## config.mk

```make
export PLATFORM = sky130hd
export DESIGN_NAME = tilemap_scroll_refresh_unit
export DESIGN_NICKNAME = d
export VERILOG_FILES = /design/src/rtl/tsr_pkg.sv /design/src/rtl/tsr_fifo.sv /design/src/rtl/tsr_front.sv /design/src/rtl/tsr_back.sv /design/src/rtl/tilemap_scroll_refresh_unit.sv
export SDC_FILE = /design/constraint.sdc
export NUM_CORES = 1
export LEC_CHECK = 0
export BUFFER_PORTS_ARGS = -buffer_cell sky130_fd_sc_hd__buf_2
export CORE_MARGIN = 3
export CORE_UTILIZATION = 43
export DETAILED_ROUTE_END_ITERATION = 8
export PLACE_DENSITY_LB_ADDON = 0.2
export SYNTH_ARGS = -nofsm -noshare
export SYNTH_HDL_FRONTEND = slang
export SYNTH_HIERARCHICAL = 1
export SYNTH_SLANG_ARGS = --single-unit
```

## constraint.sdc

```tcl
create_clock -name clock -period 15.96 [get_ports clock]
set_clock_uncertainty 0.1 [all_clocks]
set_input_delay 3.192 -clock clock [delete_from_list [all_inputs] [get_ports clock]]
set_output_delay 3.192 -clock clock [all_outputs]
set_load 0.005 [all_outputs]
```

## src/rtl/tsr_pkg.sv

```systemverilog
// Shared types and constants for the tilemap scroll refresh unit.
// Depends on nothing; every other file in rtl/ but tsr_fifo refers to it by scoped names.
`default_nettype none

package tsr_pkg;

   // Opcodes of the request channel.
   localparam logic [1:0] OP_SET_POS  = 2'd0;
   localparam logic [1:0] OP_SCROLL_H = 2'd1;
   localparam logic [1:0] OP_SCROLL_V = 2'd2;

   // Register indexes of the configuration port.
   localparam logic CSR_MAP_WIDTH  = 1'b0;
   localparam logic CSR_MAP_HEIGHT = 1'b1;

   // View geometry, in pixels and in tiles.
   localparam int VIEW_OFF_X = 120;
   localparam int VIEW_OFF_Y = 80;
   localparam int H_ROWS     = 23;
   localparam int V_COLS     = 31;
   localparam int H_LEAD     = 31;
   localparam int H_NEXT     = 30;
   localparam int V_LEAD     = 20;
   localparam int V_NEXT     = 19;

   // Queue sizes.
   localparam int CMD_DEPTH = 2;
   localparam int OUT_DEPTH = 4;
   localparam int OUT_CNT_W = 3;

   typedef struct packed {
      logic [1:0]         opcode;
      logic signed [15:0] position_x;
      logic signed [15:0] position_y;
      logic signed [7:0]  delta;
   } req_type;

   typedef struct packed {
      logic [7:0]  scroll_x_reg;
      logic [7:0]  scroll_y_reg;
      logic [9:0]  vram_index;
      logic [19:0] map_offset;
      logic        in_bounds;
      logic        last;
   } rsp_type;

   // One classified scroll command, handed from the front to the back.
   typedef struct packed {
      logic               vertical;
      logic               forward;
      logic [7:0]         sx;
      logic [7:0]         sy;
      logic signed [13:0] bx;
      logic signed [13:0] by;
   } cmd_type;

endpackage

`default_nettype wire

```

## src/rtl/tsr_fifo.sv

```systemverilog
// Small synchronous queue of flip-flops with a push and a pop side.
// Depends on nothing; DEPTH must be a power of two.
`default_nettype none

module tsr_fifo #(
   parameter int WIDTH = 8,
   parameter int DEPTH = 2
) (
   input  wire logic                       clock,
   input  wire logic                       reset,
   input  wire logic                       push,
   input  wire logic [WIDTH-1:0]           push_data,
   input  wire logic                       pop,
   output logic [WIDTH-1:0]                pop_data,
   output logic                            full,
   output logic                            empty,
   output logic [$clog2(DEPTH+1)-1:0]      count
);

   localparam int PTR_W = (DEPTH > 1) ? $clog2(DEPTH) : 1;
   localparam int CNT_W = $clog2(DEPTH+1);

   logic [WIDTH-1:0] mem_ff [DEPTH];
   logic [PTR_W-1:0] wr_ptr_ff, wr_ptr_in;
   logic [PTR_W-1:0] rd_ptr_ff, rd_ptr_in;
   logic [CNT_W-1:0] count_ff, count_in;
   logic             do_push;
   logic             do_pop;

   assign full     = (count_ff == CNT_W'(DEPTH));
   assign empty    = (count_ff == '0);
   assign count    = count_ff;
   assign pop_data = mem_ff[rd_ptr_ff];
   assign do_push  = push && !full;
   assign do_pop   = pop && !empty;

   always_comb begin
      wr_ptr_in = do_push ? PTR_W'(wr_ptr_ff + 1'b1) : wr_ptr_ff;
      rd_ptr_in = do_pop ? PTR_W'(rd_ptr_ff + 1'b1) : rd_ptr_ff;
      count_in  = count_ff;
      if (do_push && !do_pop) begin
         count_in = CNT_W'(count_ff + 1'b1);
      end else if (do_pop && !do_push) begin
         count_in = CNT_W'(count_ff - 1'b1);
      end
   end

   always_ff @(posedge clock) begin
      if (reset) begin
         wr_ptr_ff <= '0;
         rd_ptr_ff <= '0;
         count_ff  <= '0;
      end else begin
         wr_ptr_ff <= wr_ptr_in;
         rd_ptr_ff <= rd_ptr_in;
         count_ff  <= count_in;
      end
   end

   always_ff @(posedge clock) begin
      if (do_push) begin
         mem_ff[wr_ptr_ff] <= push_data;
      end
   end

endmodule

`default_nettype wire

```

## src/rtl/tsr_front.sv

```systemverilog
// Front end: keeps the camera position and turns scroll requests into commands.
// Depends on tsr_pkg.
`default_nettype none

module tsr_front (
   input  wire logic             clock,
   input  wire logic             reset,
   input  wire logic             req_accept,
   input  wire tsr_pkg::req_type req_data,
   output logic                  cmd_push,
   output tsr_pkg::cmd_type      cmd_data
);

   logic [15:0]        camera_x_ff, camera_x_in;
   logic [15:0]        camera_y_ff, camera_y_in;
   logic               rem_neg;
   logic signed [3:0]  rem;
   logic [15:0]        rem_ext;
   logic signed [16:0] left;
   logic signed [16:0] top;
   logic               is_h;
   logic               is_v;

   // Truncating remainder by 8: the sign follows the delta.
   assign rem_neg = req_data.delta[7] && (req_data.delta[2:0] != 3'd0);
   assign rem     = {rem_neg, req_data.delta[2:0]};
   assign rem_ext = {{12{rem[3]}}, rem};
   assign is_h    = (req_data.opcode == tsr_pkg::OP_SCROLL_H);
   assign is_v    = (req_data.opcode == tsr_pkg::OP_SCROLL_V);

   always_comb begin
      camera_x_in = camera_x_ff;
      camera_y_in = camera_y_ff;
      if (req_accept) begin
         if (req_data.opcode == tsr_pkg::OP_SET_POS) begin
            camera_x_in = req_data.position_x;
            camera_y_in = req_data.position_y;
         end else if (is_h) begin
            camera_x_in = camera_x_ff + rem_ext;
         end else if (is_v) begin
            camera_y_in = camera_y_ff + rem_ext;
         end
      end
   end

   // The command sees the position after this request.
   assign left = $signed({camera_x_in[15], camera_x_in}) - 17'sd120;
   assign top  = $signed({camera_y_in[15], camera_y_in}) - 17'sd80;

   assign cmd_push          = req_accept && (is_h || is_v);
   assign cmd_data.vertical = is_v;
   assign cmd_data.forward  = !rem_neg;
   assign cmd_data.sx       = left[7:0];
   assign cmd_data.sy       = top[7:0];
   assign cmd_data.bx       = left[16:3];
   assign cmd_data.by       = top[16:3];

   always_ff @(posedge clock) begin
      if (reset) begin
         camera_x_ff <= 16'(tsr_pkg::VIEW_OFF_X);
         camera_y_ff <= 16'(tsr_pkg::VIEW_OFF_Y);
      end else begin
         camera_x_ff <= camera_x_in;
         camera_y_ff <= camera_y_in;
      end
   end

endmodule

`default_nettype wire

```

## src/rtl/tsr_back.sv

```systemverilog
// Back end: sequences the copy orders of one command and computes each order.
// Depends on tsr_pkg; feeds the result queue instantiated by the top level.
`default_nettype none

module tsr_back #(
   parameter int MAP_SIDE_MAX = 1024
) (
   input  wire logic                       clock,
   input  wire logic                       reset,
   input  wire logic [10:0]                map_width_tiles,
   input  wire logic [10:0]                map_height_tiles,
   input  wire tsr_pkg::cmd_type           cmd_data,
   input  wire logic                       cmd_empty,
   output logic                            cmd_pop,
   input  wire logic [tsr_pkg::OUT_CNT_W-1:0] out_count,
   output logic                            out_push,
   output tsr_pkg::rsp_type                out_data
);

   localparam logic [12:0] SIDE_LIMIT = 13'(MAP_SIDE_MAX);

   typedef struct packed {
      logic [7:0]         sx;
      logic [7:0]         sy;
      logic [9:0]         idx;
      logic signed [14:0] tx;
      logic signed [14:0] ty;
      logic               last;
   } ord_type;

   // Sequencer state.
   logic             busy_ff, busy_in;
   tsr_pkg::cmd_type cmd_ff, cmd_in;
   logic [5:0]       step_ff, step_in;

   // Pipeline stages.
   logic             valid_a_ff, valid_a_in;
   ord_type          ord_a_ff, ord_a_in;
   logic             valid_b_ff;
   tsr_pkg::rsp_type rsp_b_ff, rsp_b_in;

   logic [4:0]  pair;
   logic        sub;
   logic [4:0]  cross_off;
   logic [4:0]  row_off;
   logic [4:0]  col_off;
   logic        last_pair;
   logic        step_last;
   logic [3:0]  pending;
   logic        issue;
   logic        load;
   logic [10:0] w_sat;
   logic [10:0] h_sat;
   logic        inb;
   logic [21:0] product;
   logic [21:0] offset;

   // Saturate oversized maps.
   assign w_sat = ({2'b00, map_width_tiles} > SIDE_LIMIT) ? 11'(MAP_SIDE_MAX) : map_width_tiles;
   assign h_sat = ({2'b00, map_height_tiles} > SIDE_LIMIT) ? 11'(MAP_SIDE_MAX) : map_height_tiles;

   // Order generation: step = 2 * pair + sub.
   assign pair = step_ff[5:1];
   assign sub  = step_ff[0];

   always_comb begin
      priority if (cmd_ff.vertical) begin
         cross_off = cmd_ff.forward ? (sub ? 5'(tsr_pkg::V_NEXT) : 5'(tsr_pkg::V_LEAD))
                                    : (sub ? 5'd1 : 5'd0);
         row_off   = cross_off;
         col_off   = pair;
         last_pair = (pair == 5'(tsr_pkg::V_COLS - 1));
      end else begin
         cross_off = cmd_ff.forward ? (sub ? 5'(tsr_pkg::H_NEXT) : 5'(tsr_pkg::H_LEAD))
                                    : (sub ? 5'd1 : 5'd0);
         row_off   = pair;
         col_off   = cross_off;
         last_pair = (pair == 5'(tsr_pkg::H_ROWS - 1));
      end
   end

   assign step_last = sub && last_pair;

   // Issue only when every order in flight has a slot in the result queue.
   assign pending = 4'(out_count) + 4'(valid_a_ff) + 4'(valid_b_ff);
   assign issue   = busy_ff && (pending < 4'(tsr_pkg::OUT_DEPTH));
   assign load    = !cmd_empty && (!busy_ff || (issue && step_last));
   assign cmd_pop = load;

   always_comb begin
      busy_in = busy_ff;
      cmd_in  = cmd_ff;
      step_in = step_ff;
      if (load) begin
         busy_in = 1'b1;
         cmd_in  = cmd_data;
         step_in = '0;
      end else if (issue) begin
         if (step_last) begin
            busy_in = 1'b0;
         end else begin
            step_in = 6'(step_ff + 1'b1);
         end
      end
   end

   always_comb begin
      valid_a_in    = issue;
      ord_a_in.sx   = cmd_ff.sx;
      ord_a_in.sy   = cmd_ff.sy;
      ord_a_in.idx  = {5'(cmd_ff.sy[7:3] + row_off), 5'(cmd_ff.sx[7:3] + col_off)};
      ord_a_in.tx   = 15'(cmd_ff.bx) + $signed({10'd0, col_off});
      ord_a_in.ty   = 15'(cmd_ff.by) + $signed({10'd0, row_off});
      ord_a_in.last = step_last;
   end

   // Bounds check and source offset.
   assign inb = !ord_a_ff.tx[14] && !ord_a_ff.ty[14]
                && (ord_a_ff.tx[13:0] < {3'b000, w_sat})
                && (ord_a_ff.ty[13:0] < {3'b000, h_sat});
   assign product = ord_a_ff.ty[10:0] * w_sat;
   assign offset  = product + {11'd0, ord_a_ff.tx[10:0]};

   always_comb begin
      rsp_b_in.scroll_x_reg = ord_a_ff.sx;
      rsp_b_in.scroll_y_reg = ord_a_ff.sy;
      rsp_b_in.vram_index   = ord_a_ff.idx;
      rsp_b_in.map_offset   = inb ? offset[19:0] : 20'd0;
      rsp_b_in.in_bounds    = inb;
      rsp_b_in.last         = ord_a_ff.last;
   end

   assign out_push = valid_b_ff;
   assign out_data = rsp_b_ff;

   always_ff @(posedge clock) begin
      if (reset) begin
         busy_ff    <= 1'b0;
         step_ff    <= '0;
         valid_a_ff <= 1'b0;
         valid_b_ff <= 1'b0;
      end else begin
         busy_ff    <= busy_in;
         step_ff    <= step_in;
         valid_a_ff <= valid_a_in;
         valid_b_ff <= valid_a_ff;
      end
   end

   always_ff @(posedge clock) begin
      cmd_ff   <= cmd_in;
      ord_a_ff <= ord_a_in;
      rsp_b_ff <= rsp_b_in;
   end

   // The credit check must keep the result queue from overflowing.
   assert property (@(posedge clock) disable iff (reset)
      out_push |-> (out_count < tsr_pkg::OUT_CNT_W'(tsr_pkg::OUT_DEPTH)))
      else $error("order pushed into a full result queue");

   // A new command is taken only when idle or on the final order of the current one.
   assert property (@(posedge clock) disable iff (reset)
      cmd_pop |-> (!busy_ff || (issue && step_last)))
      else $error("command loaded while another is still in progress");

   // An order issued as the final one reaches the output through the pipeline stages, flagged last.
   assert property (@(posedge clock) disable iff (reset)
      (issue && step_last) |=> ##1 (out_push && out_data.last))
      else $error("final order lost its last flag in the pipeline");

endmodule

`default_nettype wire

```

## src/rtl/tilemap_scroll_refresh_unit.sv

```systemverilog
// Top level of the tilemap scroll refresh unit: front end, command queue,
// back end and result queue. Depends on tsr_pkg, tsr_fifo, tsr_front, tsr_back.
`default_nettype none

// The unit keeps a camera position and, for each scroll request, streams the
// tile copy orders that refresh a 32x32 ring tile map. A set-position request
// loads the camera and produces nothing. A horizontal scroll produces 46
// orders and a vertical scroll 62, at one order per cycle while the consumer
// keeps popping: the order sequencer in the back end issues one order per
// cycle while the result queue has room for it and the orders in flight. On
// its way to the result side, each order passes the pipeline stages of the
// back end. The front end classifies requests, and scroll commands wait in a
// two-entry command queue, so further requests are taken while the back end
// is still streaming; the request side reports full only when that queue is.
// Results wait in a four-entry queue, which lets the consumer stall at any
// time without losing an order. Every result carries the scroll register
// values after its request, and the final order of a request has last set.
// Map width and height registers may be written only while the unit is idle;
// values above MAP_SIDE_MAX are treated as MAP_SIDE_MAX.
module tilemap_scroll_refresh_unit #(
   parameter int MAP_SIDE_MAX = 1024
) (
   input  wire logic             clock,
   input  wire logic             reset,
   // Request channel.
   input  wire logic             req_push,
   output logic                  req_full,
   input  wire tsr_pkg::req_type req_data,
   // Result channel.
   output logic                  rsp_empty,
   input  wire logic             rsp_pop,
   output tsr_pkg::rsp_type      rsp_data,
   // Configuration port.
   input  wire logic             csr_we,
   input  wire logic             csr_index,
   input  wire logic [10:0]      csr_wdata
);

   localparam int CMD_W = $bits(tsr_pkg::cmd_type);
   localparam int RSP_W = $bits(tsr_pkg::rsp_type);

   logic [10:0]      map_width_tiles_ff;
   logic [10:0]      map_height_tiles_ff;
   logic             req_accept;
   logic             cmd_push;
   tsr_pkg::cmd_type cmd_push_data;
   tsr_pkg::cmd_type cmd_pop_data;
   logic             cmd_pop;
   logic             cmd_full;
   logic             cmd_empty;
   logic [$clog2(tsr_pkg::CMD_DEPTH+1)-1:0] cmd_count;
   logic             out_push;
   tsr_pkg::rsp_type out_data;
   logic             out_full;
   logic [tsr_pkg::OUT_CNT_W-1:0] out_count;

   // Configuration registers.
   always_ff @(posedge clock) begin
      if (reset) begin
         map_width_tiles_ff  <= 11'd32;
         map_height_tiles_ff <= 11'd32;
      end else if (csr_we) begin
         unique case (csr_index)
            tsr_pkg::CSR_MAP_WIDTH:  map_width_tiles_ff  <= csr_wdata;
            tsr_pkg::CSR_MAP_HEIGHT: map_height_tiles_ff <= csr_wdata;
            default: ;
         endcase
      end
   end

   // A request transfer happens whenever the command queue has room.
   assign req_full   = cmd_full;
   assign req_accept = req_push && !cmd_full;

   tsr_front u_front (
      .clock      (clock),
      .reset      (reset),
      .req_accept (req_accept),
      .req_data   (req_data),
      .cmd_push   (cmd_push),
      .cmd_data   (cmd_push_data)
   );

   tsr_fifo #(
      .WIDTH (CMD_W),
      .DEPTH (tsr_pkg::CMD_DEPTH)
   ) u_cmd_fifo (
      .clock     (clock),
      .reset     (reset),
      .push      (cmd_push),
      .push_data (cmd_push_data),
      .pop       (cmd_pop),
      .pop_data  (cmd_pop_data),
      .full      (cmd_full),
      .empty     (cmd_empty),
      .count     (cmd_count)
   );

   tsr_back #(
      .MAP_SIDE_MAX (MAP_SIDE_MAX)
   ) u_back (
      .clock            (clock),
      .reset            (reset),
      .map_width_tiles  (map_width_tiles_ff),
      .map_height_tiles (map_height_tiles_ff),
      .cmd_data         (cmd_pop_data),
      .cmd_empty        (cmd_empty),
      .cmd_pop          (cmd_pop),
      .out_count        (out_count),
      .out_push         (out_push),
      .out_data         (out_data)
   );

   // The result queue is never full when the back end pushes, by its credit check.
   tsr_fifo #(
      .WIDTH (RSP_W),
      .DEPTH (tsr_pkg::OUT_DEPTH)
   ) u_out_fifo (
      .clock     (clock),
      .reset     (reset),
      .push      (out_push),
      .push_data (out_data),
      .pop       (rsp_pop),
      .pop_data  (rsp_data),
      .full      (out_full),
      .empty     (rsp_empty),
      .count     (out_count)
   );

   // When the command queue is full, its count equals its depth.
   assert property (@(posedge clock) disable iff (reset)
      cmd_full |-> (cmd_count == 2'(tsr_pkg::CMD_DEPTH)))
      else $error("command queue count out of range");

   // The result queue is full only when its count says so.
   assert property (@(posedge clock) disable iff (reset)
      out_full |-> (out_count == tsr_pkg::OUT_CNT_W'(tsr_pkg::OUT_DEPTH)))
      else $error("result queue full flag disagrees with its count");

   // A scroll request transfer always reaches the command queue.
   assert property (@(posedge clock) disable iff (reset)
      (req_accept && ((req_data.opcode == tsr_pkg::OP_SCROLL_H)
                      || (req_data.opcode == tsr_pkg::OP_SCROLL_V))) |-> cmd_push)
      else $error("scroll request dropped by the front end");

endmodule

`default_nettype wire

```

==> results of run 1 <==
==> stage by stage <==
step / instances / cell area [µm²] / utilization (%) / hold WS, ns / setup WS, ns
3_5_place_dp: 2792 / 26600 / 45.8 / 0.212 / 8.43
4_1_cts: 2890 / 28400 / 48.8 / 0.222 / 9.10
5_1_grt: 2890 / 28400 / 48.8 / 0.234 / 8.76
6_report: 2890 / 28400 / 48.8 / 0.222 / 9.04
3_3_place_gp: 2792 / 26600 / 45.8 / 0.213 / 8.46
2_1_floorplan: 1994 / 25500 / - / 0.210 / 9.14
==> layout by cell type, fill, tap and decap left out, types with 7 or more instances in the layout <==
cell,count
a211oi_1,7
a21o_1,19
a21oi_1,70
a31oi_1,7
and2_1,44
and3_1,12
buf_2,104
buf_4,16
clkbuf_1,18
clkbuf_16,54
dfxtp_1,179
edfxtp_1,330
fa_1,97
ha_1,135
inv_1,187
mux2_2,50
mux2i_1,30
mux4_2,48
nand2_1,149
nand2b_1,44
nand3_1,20
nand4_1,10
nor2_1,74
nor2b_1,38
nor3_1,21
nor4_1,12
o211ai_1,9
o21a_1,14
o21ai_0,43
o21bai_1,9
o22ai_1,24
or2_2,10
or3_1,9
xnor2_1,44
xor2_1,40
==> layer usage <==
metal	part of all wire (%)	wire length (µm)	vias to the layer above
met2	47	24100	267
met5	0	0	-
met4	1.8	936	0
met3	3.7	1890	67
li1	-	-	7222
met1	47	23900	7422
==> critical path, cell delays in order <==
cell	delay, ns
buf_2	0.16
o31ai_1	0.25
buf_4	0.24
inv_1	0.47
ha_1	0.58
nand4_1	0.26
a21oi_1	0.43
mux2i_1	0.38
nand3b_1	0.17
or2_1	0.29
or4b_4	0.58
xnor2_2	0.15
==> power groups by stage <==
stage	clock network [mW]	logic, mW	registers, mW
after floorplan	0	1.38	1.86
after global placement	0	1.65	1.99
after detailed placement	0	1.67	2.00
after CTS	1.27	1.70	1.98
after global routing	1.33	1.92	2.01
final	1.23	1.67	1.97
==> logic make-up (layout without fill, tap and decap cells) <==
logic type,Yosys count,after routing
flops,512,512
simple gates,486,486
buf+inv,276,407
compound gates,274,274
fa+ha+maj,232,232
mux,128,128
xor+xnor,86,86
==> worst paths after layout <==
kind | cells past startpoint | endpoint
worst max-delay path | 12 | u_cmd_fifo/mem_ff[0][25]
worst min-delay path | 0 | u_back/out_data[40]
worst max register to register | 17 | u_back/out_data[19]
worst min register to register | 0 | u_back/out_data[40]
==> cell type report <==
| class | count | area share, % |
|---|---|---|
| Clock inverter | 20 | 0.983 |
| Clock buffer | 78 | 5.29 |
| Multi-Input combinational cell | 1206 | 37.8 |
| Inverter | 189 | 2.50 |
| Sequential cell | 512 | 47.8 |
| Timing Repair Buffer | 120 | 2.26 |
| Tap cell | 765 | 3.37 |
==> state kept, by name, indices dropped and copies added, names as in the netlist, 3 cells and up, named ones only <==
register / cells
u_cmd_fifo/mem_ff: 92
u_back/ord_a_ff: 57
u_back/cmd_ff: 46
map_height_tiles_ff: 11
u_out_fifo/mem_ff: 192
u_back/step_ff: 6
u_front/camera_y_ff: 16
u_back/out_data: 48
u_out_fifo/count: 3
u_front/camera_x_ff: 16
map_width_tiles_ff: 11
==> flow_summary.json, run 1 <==
{
  "status": "complete, no violations",
  "core_area_um2": 58100,
  "gr-usage-all-layers_pct": 16.5,
  "p_seq_share_pct": 40.4,
  "drtIter0Drc": 753,
  "busiest_layer": "met2",
  "io_pins": 109,
  "setup_viol": 0,
  "powerDensity_nw_per_um2": 172,
  "p_sw_share_pct": 34.4,
  "use_met2_pct": 27.6,
  "synth_xor_area_share_pct": 3.04,
  "clockRootBuffer": "clkbuf_16",
  "async_flop_share_pct": 0,
  "slew_headroom_pct": 22.1,
  "grt_overflow": 0,
  "grt_max_degree": 60,
  "met3_usage_pct": 2.31,
  "nets": 2372,
  "cts.sinks": 512,
  "fmax_mhz": 144,
  "drt_first_pass_iters": 5,
  "cts_resized": 0,
  "synthCells": 1994,
  "grt_pass1_vias": 15447,
  "synthSimpleGateAreaFrac_pct": 9.89,
  "drive_gt1_share_pct": 16.5,
  "ir_drop_uv": 116,
  "die_w_um": 249,
  "finalSetupTns_ns": 0,
  "area_delta_synth_final_pct": 11.3,
  "grt_pass1_wl_um": 83400,
  "maxSlewViolCount": 0,
  "start_util_pct": 43.9,
  "cts_hold_buf": 0,
  "cp.required_ns": 16.20,
  "globalRouteMet1Util_pct": 22.8,
  "drv_cap": 0,
  "cts_setup_buffers": 0,
  "vias": 14978,
  "cts.clk_slew.worst_paths_ns": 0.06,
  "wl_per_cell_um": 17.6,
  "fill_cells": 5121,
  "row_count": 88,
  "ys_ff_latch": 512,
  "tightest_slew_ns": 1.17,
  "antenna_found_initial": 0,
  "dieArea_um2": 62200,
  "finalPower_mw": 4.88,
  "portBuffers": 104,
  "clock_power_share_pct": 25.3,
  "regToRegSetupSlack_ns": 9.59,
  "die_y_um": 249,
  "crit_fanout": 25,
  "yosys.area.top_type": "edfxtp_1",
  "yosysTopAreaCellShare_pct": 38.9,
  "routabilityCongestion": 0.841,
  "synth_common_cells": "edfxtp_1, inv_1, dfxtp_1",
  "synth_ff_type": "edfxtp_1",
  "synthTopCellsByArea": "edfxtp_1, dfxtp_1, fa_1",
  "synthDistinctLibCells": 94,
  "synth_top_family_by_area": "adder cells",
  "synthAdderAreaFrac_pct": 14.2,
  "yosysSeqAreaShare_pct": 53.2,
  "seq_area_um2": 13600,
  "ys.warnings.count": 6,
  "avgSynthCellArea_um2": 12.8,
  "period_share_pct": 43.4,
  "multi_input_area_um2": 10700,
  "p_comb_share_pct": 34.3,
  "hold_viol_final": 0,
  "numCtsBuffers": 52,
  "crit_path_end_kind": "register",
  "rsz0062_at_grt": "false",
  "muxShareOfSynthArea_pct": 7.63,
  "internal_power_mw": 3.20,
  "synth_most_common_cell": "edfxtp_1",
  "syn-num-nets": 2285,
  "worstPathArrival_ns": 7.17,
  "critPathLaunch": "req_data[1]",
  "drc_errors": 0,
  "clk_path_buf_depth": 3,
  "hold_start": "u_back/ord_a_ff[49]",
  "reg2reg_from": "map_width_tiles_ff[10]",
  "period_minus_slack_ns": 6.92,
  "cp-start-kind": "input port",
  "insertion_delay_ns": 0.61,
  "path_class": "in -> reg",
  "syn_area_um2": 25500,
  "hold_path.class": "reg -> reg",
  "cts_tree": "done",
  "synth-compound-area-share_pct": 7.24,
  "dp_hpwl_um": 35200,
  "p_sw_mw": 1.68,
  "leakage_nw": 11.2,
  "htreeDepth": 2,
  "antenna_left": 0,
  "via_per_inst": 5.18,
  "antenna_cells": 0,
  "synth_edf_count": 330,
  "wl_um": 50800
}
(Power assumes the default switching activity.)
==> run 2: changes to the inputs <==
- clock period: 15.96 -> 6.31 ns (I/O delays scaled with it)
==> run 2 against run 1 <==
Power rose to 2.6 times the previous value. Cell area up 0.84%. Core utilization up 0.41 points. Sequential cell count unchanged. Critical path depth up 4. Routed wire length down 0.92%. Critical endpoint is now u_back/out_data[19].
==> flow_summary.json, run 2 (same netlist as run 1, synthesis figures left out) <==
{
  "critPathCapture": "u_back/out_data[19]",
  "rsz0062_at_grt": "false",
  "hold_viol_final": 0,
  "pre_cts_slack_ns": 0.611,
  "clockRootBuffer": "clkbuf_16",
  "routabilityCongestion": 0.859,
  "regToRegSetupSlack_ns": 0.65,
  "utilization_pct": 49.2,
  "fill_cells": 5082,
  "place_inst": 2810,
  "dp_hpwl_um": 35700,
  "wl_um": 50300,
  "finalSetupTns_ns": 0,
  "setup_ws_ns": 0.647,
  "grt_overflow": 0,
  "grt_max_degree": 83,
  "cts_tree": "done",
  "fmax_mhz": 177,
  "drv_cap": 0,
  "core_area_um2": 58100,
  "critPathLaunch": "map_width_tiles_ff[10]",
  "p_comb_share_pct": 34.5,
  "htreeDepth": 2,
  "via_per_inst": 5.11,
  "wl_per_cell_um": 17.3,
  "r2r-end": "u_back/out_data[19]",
  "slew_headroom_pct": 25.3,
  "io_pins": 109,
  "clock_power_share_pct": 26.1,
  "largest_reg_flops": 192,
  "die_w_um": 249,
  "drive_gt1_share_pct": 17.4,
  "grt_pass1_vias": 15329,
  "top_register": "u_out_fifo/mem_ff",
  "row_count": 88,
  "status": "complete, no violations",
  "fin_cells": 2909,
  "grt_pass1_wl_um": 82800,
  "finalPower_mw": 12.5,
  "gr-usage-all-layers_pct": 16.4,
  "crit_fanout": 8,
  "drt_first_pass_iters": 5,
  "maxSlewViolCount": 0,
  "portBuffers": 104,
  "clk_path_buf_depth": 3,
  "drc_errors": 0,
  "powerDensity_nw_per_um2": 436,
  "numCtsBuffers": 52,
  "antenna_left": 0,
  "most-common-layout-cells": "edfxtp_1, inv_1, dfxtp_1, nand2_1, ha_1",
  "worstPathArrival_ns": 6.05,
  "hold_path.class": "reg -> reg",
  "start_util_pct": 43.9,
  "leakage_nw": 11.3,
  "ir_drop_uv": 301,
  "die_y_um": 249,
  "dpl_cell_area_um2": 26700,
  "p_sw_mw": 4.24,
  "design_area_um2": 28600,
  "internal_power_mw": 8.25,
  "final_common_cell": "edfxtp_1",
  "crit_path_end_kind": "register",
  "insertion_delay_ns": 0.62,
  "p_seq_share_pct": 39.4,
  "cp-start-kind": "register",
  "period_minus_slack_ns": 5.66,
  "cts_setup_buffers": 0,
  "drtIter0Drc": 769,
  "reg_top3": "u_out_fifo/mem_ff x192, u_cmd_fifo/mem_ff x92, u_back/ord_a_ff x57",
  "cts_resized": 0,
  "antenna_found_initial": 1,
  "setup_viol": 0,
  "path_class": "reg -> reg",
  "worstRegToRegCells": 16,
  "tightest_slew_ns": 1.12,
  "p_sw_share_pct": 33.9,
  "cp.required_ns": 6.70,
  "reg2reg_from": "map_width_tiles_ff[10]",
  "period_share_pct": 89.8,
  "hold_ws_ns": 0.223,
  "area_delta_synth_final_pct": 12.3,
  "dieArea_um2": 62200,
  "cts.clk_slew.worst_paths_ns": 0.06,
  "cts.sinks": 512,
  "nets": 2390,
  "cts_hold_buf": 0,
  "vias": 14876
}
run 2: metal layers:
metal,vias up,part of all wire (%),track usage (%)
li1,7264,-,-
met3,74,4.3,2.64
met5,-,0.026,0
met1,7260,47,22.6
met4,2,2.2,4.89
met2,276,47,26.8
run 2: worst max-delay path, cell delays in order, from the launching register on:
cell	delay, ns
dfxtp_1	0.37
nor2b_1	0.45
buf_4	0.25
and2_1	0.17
fa_1	0.42
fa_1	0.47
fa_1	0.53
fa_1	0.55
inv_1	0.05
fa_1	0.53
inv_1	0.04
ha_1	0.35
and3_1	0.24
a31oi_1	0.37
a21oi_1	0.17
o31a_1	0.30
a211oi_2	0.20
run 2: final cells by class:
cell class | count | area (µm²) | area share (%)
Antenna cell | 1 | 2.50 | 0.00874
Tap cell | 765 | 957 | 3.34
Clock buffer | 73 | 1490 | 5.22
Timing Repair Buffer | 138 | 776 | 2.71
Multi-Input combinational cell | 1206 | 10700 | 37.5
Inverter | 189 | 709 | 2.48
Clock inverter | 25 | 388 | 1.36
Sequential cell | 512 | 13600 | 47.4
run 2: power by group through the flow:
stage / Combinational, mW / Clock, mW / Sequential, mW
final: 4.31 / 3.26 / 4.92
after global routing: 4.98 / 3.49 / 5.00
after CTS: 4.38 / 3.35 / 4.93
after detailed placement: 4.33 / 0 / 5.00
after global placement: 4.28 / 0 / 4.98
after floorplan: 3.50 / 0 / 4.71
run 2: worst min-delay path by stage:
stage	startpoint	end	slack [ns]	cells past startpoint
3_3_place_gp	u_back/ord_a_ff[48]	u_back/out_data[39]	0.21	0
4_1_cts	u_back/ord_a_ff[56]	u_back/out_data[47]	0.23	0
6_report	u_back/ord_a_ff[31]	u_back/out_data[22]	0.22	0
2_1_floorplan	u_back/ord_a_ff[0]	u_back/out_data[0]	0.21	0
5_1_grt	u_back/ord_a_ff[40]	u_back/out_data[31]	0.23	0
3_5_place_dp	u_back/ord_a_ff[40]	u_back/out_data[31]	0.21	0
==> run 3: changes to the inputs <==
- CORE_UTILIZATION: 43 -> 37
- PLACE_DENSITY: not set -> 0.6
- PLACE_DENSITY_LB_ADDON: 0.2 -> not set
- clock period: 6.31 -> 6.4 ns (I/O delays scaled with it)
==> run 3 against run 2 <==
Register-to-register slack worse by 0.03 ns. First-iteration DRC count up 6.8%. Clock power down 6%. Via count up 0.39%. Combinational power down 2%. Sequential power down 1%. Critical path depth up 1. Critical endpoint unchanged. Routed wire length up 1.3%. Largest cell class unchanged. Sequential cell count unchanged.
==> flow_summary.json, run 3 (same netlist as run 1, synthesis figures left out) <==
{
  "hold_path.class": "reg -> reg",
  "wl_per_cell_um": 16.9,
  "worstPathArrival_ns": 6.21,
  "clockRootBuffer": "clkbuf_16",
  "via_per_inst": 4.95,
  "critPathLaunch": "map_width_tiles_ff[10]",
  "highest_layer": "met4",
  "die_w_um": 268,
  "nets": 2387,
  "numCtsBuffers": 54,
  "reg_top3": "u_out_fifo/mem_ff x192, u_cmd_fifo/mem_ff x92, u_back/ord_a_ff x57",
  "final_common_cell": "edfxtp_1",
  "powerDensity_nw_per_um2": 424,
  "reg2reg_from": "map_width_tiles_ff[10]",
  "met3WireLength_um": 2160,
  "start_util_pct": 37.6,
  "cts.clk_slew.worst_paths_ns": 0.06,
  "rsz0062_at_grt": "false",
  "finalSetupTns_ns": 0,
  "cts_setup_buffers": 0,
  "cts.sinks": 512,
  "drtIter0Drc": 821,
  "cp.required_ns": 6.83,
  "worstRegToRegCells": 17,
  "design_area_um2": 28600,
  "wl_um": 51000,
  "r2r-end": "u_back/out_data[19]",
  "antenna_left": 0,
  "crit_fanout": 13,
  "routabilityCongestion": 0.859,
  "fmax_mhz": 173,
  "met2_length_um": 24700,
  "area_delta_synth_final_pct": 12.4,
  "gr-usage-all-layers_pct": 14.3,
  "setup_viol": 0,
  "period_minus_slack_ns": 5.78,
  "htreeDepth": 2,
  "top_register": "u_out_fifo/mem_ff",
  "largest_reg_flops": 192,
  "slew_headroom_pct": 25.1,
  "tightest_slew_ns": 1.12,
  "grt_max_degree": 84,
  "hold_depth": 0,
  "insertion_delay_ns": 0.63,
  "drv_cap": 0,
  "ir_drop_uv": 320,
  "drive_gt1_share_pct": 17.1,
  "grt_pass1_wl_um": 82100,
  "most-common-layout-cells": "edfxtp_1, inv_1, dfxtp_1, nand2_1, ha_1",
  "dpl_cell_area_um2": 26800,
  "status": "complete, no violations",
  "period_share_pct": 90.4,
  "leakage_nw": 11.2,
  "grt_overflow": 0,
  "antenna_cells": 0,
  "cts_tree": "done",
  "regToRegSetupSlack_ns": 0.62,
  "cp-start-kind": "register",
  "maxSlewViolCount": 0,
  "clk_path_buf_depth": 3,
  "path_class": "reg -> reg",
  "core_area_um2": 67800,
  "portBuffers": 104,
  "dieArea_um2": 72100,
  "crit_path_end_kind": "register",
  "cts_hold_buf": 0,
  "hold_viol_final": 0,
  "drt_first_pass_iters": 5,
  "fill_cells": 6211,
  "grt_pass1_vias": 15455,
  "io_pins": 109,
  "dp_hpwl_um": 36200,
  "drc_errors": 0,
  "row_count": 95,
  "antenna_found_initial": 2,
  "wl_met1_um": 23100,
  "critPathCapture": "u_back/out_data[19]",
  "die_y_um": 268,
  "cts_resized": 0,
  "vias": 14934
}
-- run 3: changes by cell type in the layout (fill, tap and decap cells not counted), moves of 2 or more --
cell / previous run / this run
buf_4: 34 / 29
clkbuf_8: 7 / 5
bufinv_16: 7 / 3
clkinvlp_4: 3 / 5
clkinv_2: 4 / 6
clkbuf_1: 12 / 16
-- run 3: worst min path at each step --
stage                               end                start  slack (ns)
finish              u_back/out_data[32]  u_back/ord_a_ff[41]        0.22
global route        u_back/out_data[32]  u_back/ord_a_ff[41]        0.22
CTS                 u_back/out_data[32]  u_back/ord_a_ff[41]        0.21
detailed placement  u_back/out_data[28]  u_back/ord_a_ff[37]        0.21
global placement    u_back/out_data[28]  u_back/ord_a_ff[37]        0.21
floorplan            u_back/out_data[0]   u_back/ord_a_ff[0]        0.21
-- run 3: per-layer routing --
metal / GRT usage [%] / up-vias
met2: 24.5 / 278
met3: 2.35 / 66
met4: 3.71 / 0
li1: - / 7259
met5: 0 / -
met1: 19.1 / 7331
-- run 3: critical path, cell delays in order, from the launching register on --
cell,delay (ns)
dfxtp_1,0.43
nor2b_1,0.58
nand2_1,0.17
fa_1,0.49
fa_1,0.55
inv_1,0.05
fa_1,0.50
fa_1,0.54
inv_1,0.05
fa_1,0.53
inv_1,0.04
ha_1,0.35
a21oi_1,0.22
o21ai_0,0.10
a31oi_1,0.33
a21oi_1,0.16
o31a_1,0.30
a211oi_2,0.19
-- run 3: power by group --
| part | internal, mW | total, mW | switching, mW |
|---|---|---|---|
| combinational | 1.83 | 4.22 | 2.39 |
| sequential | 4.36 | 4.85 | 0.492 |
| clock | 1.79 | 3.07 | 1.29 |
| total | 7.98 | 12.2 | 4.17 |
-- run 3: cell type report --
type | instances | area (µm²) | share of cell area (%)
clock inverter | 26 | 307 | 1.07
inverter | 189 | 709 | 2.48
timing repair buffer | 133 | 738 | 2.58
tap | 873 | 1090 | 3.81
sequential | 512 | 13600 | 47.3
clock buffer | 76 | 1510 | 5.25
multi-input combinational | 1206 | 10700 | 37.5
-- run 3: stage by stage --
step	setup WS (ns)	power [mW]	hold slack [ns]	utilization, %	std cells
final	0.617	12.1	0.216	42.3	3015
after global routing	0.328	13.1	0.216	42.3	3015
after CTS	0.558	12.3	0.213	42.3	3015
after detailed placement	0.570	9.17	0.212	39.6	2913
after global placement	0.680	9.09	0.213	39.6	2913
after floorplan	0.975	8.09	0.210	-	1994
